--- config.mk ---
export PLATFORM = sky130hd
export DESIGN_NAME = htr_score
export DESIGN_NICKNAME = d
export VERILOG_FILES = /design/src/rtl/homography_truncated_residual_macros.svh /design/src/rtl/htr_pkg.sv /design/src/rtl/htr_score.sv
export SDC_FILE = /design/constraint.sdc
export NUM_CORES = 2
export LEC_CHECK = 0
export BUFFER_PORTS_ARGS = -buffer_cell sky130_fd_sc_hd__buf_2
export CELL_PAD_IN_SITES_DETAIL_PLACEMENT = 1
export CELL_PAD_IN_SITES_GLOBAL_PLACEMENT = 1
export CORE_MARGIN = 5
export CORE_UTILIZATION = 40
export DETAILED_ROUTE_END_ITERATION = 7
export PLACE_DENSITY = 0.73
export SLEW_MARGIN = 20
export SYNTH_ARGS = -nofsm -noshare
export SYNTH_HDL_FRONTEND = slang
export SYNTH_SLANG_ARGS = --single-unit
--- constraint.sdc ---
create_clock -name clk -period 12.6 [get_ports clk]
set_input_delay 0.63 -clock clk [delete_from_list [all_inputs] [get_ports clk]]
set_output_delay 0.63 -clock clk [all_outputs]
set_load 0.01 [all_outputs]
--- src/rtl/homography_truncated_residual_macros.svh ---
// assertion macros for the homography residual block
`ifndef HOMOGRAPHY_TRUNCATED_RESIDUAL_MACROS_SVH
`define HOMOGRAPHY_TRUNCATED_RESIDUAL_MACROS_SVH

// condition implies consequence in the same cycle
`define HTR_ASSERT_IMPL(label, clk, rst, cond, cons, msg) \
  label: assert property (@(posedge clk) disable iff (rst) (cond) |-> (cons)) \
    else $error(msg);

// condition implies consequence a fixed number of cycles later
`define HTR_ASSERT_DELAY(label, clk, rst, cond, n, cons, msg) \
  label: assert property (@(posedge clk) disable iff (rst) (cond) |-> ##n (cons)) \
    else $error(msg);

`endif

--- src/rtl/htr_pkg.sv ---
// shared types, constants and helpers for the homography residual block
`timescale 1ns / 1ps
package htr_pkg;

  localparam int COEF_W = 21;
  localparam int COORD_W = 16;
  localparam int ROW_W = 3 * COEF_W;
  localparam int PROD_W = COEF_W + COORD_W + 1;
  localparam int NUM_W = 39;
  localparam int MAG_W = NUM_W - 1;
  localparam int RES_W = 32;
  localparam int RES_FRAC_BITS = 8;
  localparam int ERR_W = 32;
  localparam int SQ_W = 2 * ERR_W;
  localparam int CFG_IDX_W = 3;
  localparam int DEF_COORD_FRAC_BITS = 4;

  localparam logic [ROW_W-1:0] ROW0_RESET = ROW_W'(64'd65536);
  localparam logic [ROW_W-1:0] ROW1_RESET = ROW_W'(64'd137438953472);
  localparam logic [ROW_W-1:0] ROW2_RESET = ROW_W'(64'd288230376151711744);
  localparam logic [RES_W-1:0] THRESHOLD_RESET = RES_W'(6400);
  localparam logic [RES_W-1:0] RES_MAX = '1;

  typedef enum logic [CFG_IDX_W-1:0] {
    REG_COEFF_ROW0 = 3'd0,
    REG_COEFF_ROW1 = 3'd1,
    REG_COEFF_ROW2 = 3'd2,
    REG_CLAMP_THRESHOLD = 3'd3,
    REG_TRUNCATE_ENABLE = 3'd4
  } reg_idx_t;

  // control that travels alongside a point match
  typedef struct packed {
    logic valid;
    logic degen;
  } ctl_t;

  // pick one signed coefficient out of a packed row
  function automatic logic signed [COEF_W-1:0] coef_at(input logic [ROW_W-1:0] row,
                                                       input int unsigned col);
    coef_at = $signed(row[col*COEF_W +: COEF_W]);
  endfunction

endpackage

--- src/rtl/htr_score.sv ---
// error, square, sum and clamp stages of the residual
`timescale 1ns / 1ps
module htr_score #(
  parameter int COORD_FRAC_BITS = htr_pkg::DEF_COORD_FRAC_BITS,
  parameter int QW = htr_pkg::MAG_W + COORD_FRAC_BITS
) (
  input  logic clk,
  input  logic rst,
  input  htr_pkg::ctl_t ctl_in,
  input  logic [QW-1:0] qx,
  input  logic [QW-1:0] qy,
  input  logic neg_x,
  input  logic neg_y,
  input  logic [htr_pkg::COORD_W-1:0] cur_x,
  input  logic [htr_pkg::COORD_W-1:0] cur_y,
  input  logic [htr_pkg::RES_W-1:0] thr,
  input  logic trunc,
  output logic done,
  output logic [htr_pkg::RES_W-1:0] residual,
  output logic clipped,
  output logic degenerate
);
  import htr_pkg::*;

  localparam int SH = 2 * COORD_FRAC_BITS - RES_FRAC_BITS;
  localparam int E_W = ERR_W + 2;
  localparam logic [E_W-1:0] ERR_LIMIT = E_W'(1) << (ERR_W - 1);

  ctl_t ctl_e, ctl_s, ctl_h;
  logic [ERR_W-1:0] ex, ey, ex_next, ey_next;
  logic [SQ_W-1:0] sx, sy, sum;
  logic [RES_W-1:0] res_h, res_sh;
  logic sat_h, sat_sh;

  // absolute error against the current point, clamped at the limit
  function automatic logic [ERR_W-1:0] clamp_err(input logic [QW-1:0] q, input logic neg,
                                                 input logic [COORD_W-1:0] cur);
    logic big;
    logic signed [E_W-1:0] qs, e;
    logic [E_W-1:0] ae;
    big = |(q >> ERR_W);
    qs = $signed(E_W'(q[ERR_W-1:0]));
    if (neg) qs = -qs;
    e = qs - $signed(E_W'(cur));
    ae = e[E_W-1] ? E_W'(-e) : E_W'(e);
    if (big || ae > ERR_LIMIT) clamp_err = ERR_LIMIT[ERR_W-1:0];
    else clamp_err = ae[ERR_W-1:0];
  endfunction

  assign ex_next = clamp_err(qx, neg_x, cur_x);
  assign ey_next = clamp_err(qy, neg_y, cur_y);

  // valid bits down the score stages
  always_ff @(posedge clk) begin
    if (rst) begin
      ctl_e.valid <= 1'b0;
      ctl_s.valid <= 1'b0;
      ctl_h.valid <= 1'b0;
      done <= 1'b0;
    end else begin
      ctl_e.valid <= ctl_in.valid;
      ctl_s.valid <= ctl_e.valid;
      ctl_h.valid <= ctl_s.valid;
      done <= ctl_h.valid;
    end
  end

  // error, square and scale stages
  always_ff @(posedge clk) begin
    ctl_e.degen <= ctl_in.degen;
    ex <= ex_next;
    ey <= ey_next;
    ctl_s.degen <= ctl_e.degen;
    sx <= ex * ex;
    sy <= ey * ey;
    ctl_h.degen <= ctl_s.degen;
    res_h <= ctl_s.degen ? RES_MAX : res_sh;
    sat_h <= ctl_s.degen | sat_sh;
  end

  assign sum = sx + sy;

  // rescale to Q.8 with saturation
  if (SH >= 0) begin : g_shr
    logic [SQ_W-1:0] shifted;
    assign shifted = sum >> SH;
    assign sat_sh = |shifted[SQ_W-1:RES_W];
    assign res_sh = sat_sh ? RES_MAX : shifted[RES_W-1:0];
  end else begin : g_shl
    localparam int SHL = -SH;
    logic [SQ_W-1:0] shifted;
    assign shifted = sum << SHL;
    assign sat_sh = sum > (SQ_W'(RES_MAX) >> SHL);
    assign res_sh = sat_sh ? RES_MAX : shifted[RES_W-1:0];
  end

  // output register with threshold clamp
  always_ff @(posedge clk) begin
    degenerate <= ctl_h.degen;
    if (trunc && (sat_h || res_h >= thr)) begin
      residual <= thr;
      clipped <= 1'b1;
    end else begin
      residual <= res_h;
      clipped <= sat_h;
    end
  end

endmodule

==> metrics.md <==
| Metric | Value |
|---|---|
| TritonCTS Buffers | 35 |
| Slew Limit Fails | 0 |
| Fmax achieved | ~96 MHz |
| Req. time, crit path | 13080 ps |
| Hold Crit Endpoint | ctl_e[0] |
| Share of cells above drive strength 1 | between 5 and 6% |
| Seq/Total Area, Yosys | 6.95% |
| # setup viols final | 0 |
| Placer Congestion | 0.887 |
| Cell class contributing the biggest share of worst-path delay | adder cells |
| Total negative setup slack | 0 ps |
| Reg2reg path depth | 30 |
| Fin cells | 10.9k |
| GRT overflow | 0 |
| CP Class | reg2reg |
| Clock slew at reported path FFs | 80 ps |
| Area grow syn2layout | 6.35% |
| Final worst slack | about 2200 ps |
| CTS Sinks | 264 |
| Top cell type's share of synthesized area | 41.8% |
| Main synth FF type | dfxtp_1 |
| Avg Cell Area, Syn | 9.12 um^2 |
| Placed Instances | approximately 11k |
| HP Start | ctl_in[0] |
| Design Area, Final | 0.0808 mm^2 |
| Initial antenna violation count | 10 |
| Reg2Reg Setup Slack | between 2000 and 2500 ps |
| IO Count | 190 |
| Largest net degree at the start of global routing | just over 50 |
| Top cell by count, worst path | fa_1 |
| CP startpoint | ey[3] |
| Vias in the first global route | around 66k |
| Port bufs | roughly 190 |
| 1st-pass router iterations | 5 |
| Type of the worst min-delay path | in2reg |
| Hold_ws | about 130 ps |
| Worst path slowest cell | dfxtp_1 |
| Area leader, netlist | fa_1 |
| Max Cap Viol | 0 |
| Min Tclk post-route | ~10000 ps |
| Post-CTS Hold Buffers | 0 |
| Number of remaining DRC errors | 0 |
| Synth top area cells | fa_1 42%, ha_1 12%, inv_1 10%, dfxtp_1 7.0%, and2_1 4.2% |
| CTS tree | built |
| Fin. Hold Viols | 0 |
| RSZ-0062 raised after global routing | no |
| Cells after synthesis | 8332 |
| Crit-path max cell delay | between 800 and 900 ps |
| Count leader, synth | inv_1 |
| GRT Util Overall | a little under a quarter |
| WL/cell | between 20 and 25 um |
| Syn nets | between 10k and 15k |
| Synth Cell Area | 0.0760 mm^2 |
| DPL Wire Length | ~180000 um |
| FFs w/ async S/R, synth | 0% |
| Buf+Inv Stages, Crit Path | 5 |
| Initial DRC Count | 2541 |
| Slew @ Worst Pin | about 1100 ps |
| Core area | roughly 0.19 mm^2 |
| Post-synth EDFFs | 0 |
| Post-CTS Setup Repair Bufs | 0 |
| Peak VDD IR | a little under 0.08 mV |
| Rows | 160 |
| Total detailed-routing wirelength | about 220000 um |
| Final net count | approximately 11k |
| Die W | around 450 um |
| Worst slew margin | around a quarter |
| Die Area | a little under 0.2 mm^2 |
| Yosys cell types | roughly 100 |
| Status | finished, final reports clean |
| Post_cts resized | 0 |
| Synth cell count leaders | 2039 x inv_1, 1586 x fa_1, 730 x ha_1, 653 x nand2_1, 507 x and2_1 |
| Hold path depth | 1 |
| First-pass GRT wire length | 361000 um |
| Initial Util | around two fifths |
| CTS H-tree lvls | 2 |
| DP Area | slightly below 0.08 mm^2 |
| FF-to-FF End | sy[57] |
| PwrDens | 31.3 mW/mm^2 |
| Vias per inst | a little over 5 |
| P_leak | between 40 and 50 nW |
| Reg-to-reg critical path startpoint | ey[3] |
| Root buffer cell | clkbuf_16 |
| Worst path arrival time | 10900 ps |
| Post-route clock period utilization | between 80% and 90% |
| Crit end category | flip-flop |
| Worst slack, placed | between 2000 and 2500 ps |
| Synth warn | 0 |
| Die Y-Extent | about 450 um |
| Clk buf depth | 3 |
| Worst skew pair latency | slightly above 600 ps |
| Crit start category | flip-flop |
| Setup Skew | around 60 ps |
| #FFs+latches synth | 264 |
| Crit path max fanout | 19 |
| Antenna-violating nets left | 0 |
| Vias post-DR | around 57k |
## metrics by stage
| stage | power [mW] | utilization (%) |
|---|---|---|
| 2_1_floorplan | 1.27 | - |
| 5_1_grt | 2.65 | 42.6 |
| 6_report | 2.53 | 42.6 |
| 4_1_cts | 2.57 | 42.6 |
| 3_3_place_gp | 1.42 | 42.0 |
| 3_5_place_dp | 1.44 | 42.0 |
## power breakdown
| part | internal [mW] | switching (mW) |
|---|---|---|
| Clock | 0.637 | 0.471 |
| Combinational | 0.218 | 0.363 |
| Sequential | 0.842 | 0.00228 |
## layout by cell type (no fill, tap or decap), types with 84 or more instances in the layout
cell type and instances:
buf_2 189, ha_1 730, inv_1 2039, buf_4 84, dfxtp_1 260, a21o_1 147, xnor2_1 244, o21ai_0 143
xor2_1 167, fa_1 1586, nand2_1 653, and2_1 507, nor2_1 273, nand3_1 96, a21oi_1 210
## worst reg2reg max path, delay by kind of cell (launching register included)
family	cells	cell delay, ps
buffers and inverters	5	630
XOR/XNOR	2	360
AO/OA/AOI/OAI	12	3870
AND/OR/NAND/NOR	2	460
adder cells (fa/ha/maj)	9	4090
flip-flops	1	860
## how the worst max path moves through the flow
stage                        end  slack, ps  cells past startpoint
after floorplan           sy[63]       3880                     30
final                     sy[57]       2180                     30
after global routing      sy[63]       1550                     29
after detailed placement  sy[57]       2160                     30
after global placement    sy[57]       2280                     30
after CTS                 sy[57]       2140                     30
## cell type report
class	count	area, um^2
clock buffer	44	971
antenna	5	12.5
fill	22044	109000
timing repair buffer	273	1580
inverter	2042	7660
sequential	264	5290
multi-input combinational	5727	61900
tap	2511	3140
clock inverter	19	244
## registers in the layout, indices dropped and copies added, names as in the netlist, 2 cells and up
register and count:
sy 63, ey 32, res_h 32, ctl_h 2, sx 63, ex 32, residual 32, ctl_e 2
ctl_s 2
## cells by family after synthesis
family | Yosys count | synth area share, %
flops | 264 | 6.95
buf+inv | 2341 | 11.6
xor+xnor | 414 | 4.81
compound gates | 943 | 8.49
simple gates | 1998 | 13.5
mux | 56 | 0.802
fa+ha+maj | 2316 | 53.8
## routing by layer
layer  part of all wire [%]  vias up  global-route usage [%]  wire length, um
met1                     42    29353                    29.4            94700
met4                    3.4       10                    6.71             7490
li1                       -    25648                       -                -
met5                  0.029        -                       0               64
met3                    4.7      370                    3.36            10600
met2                     49     1180                    40.2           110000
(Power assumes the default switching activity.)
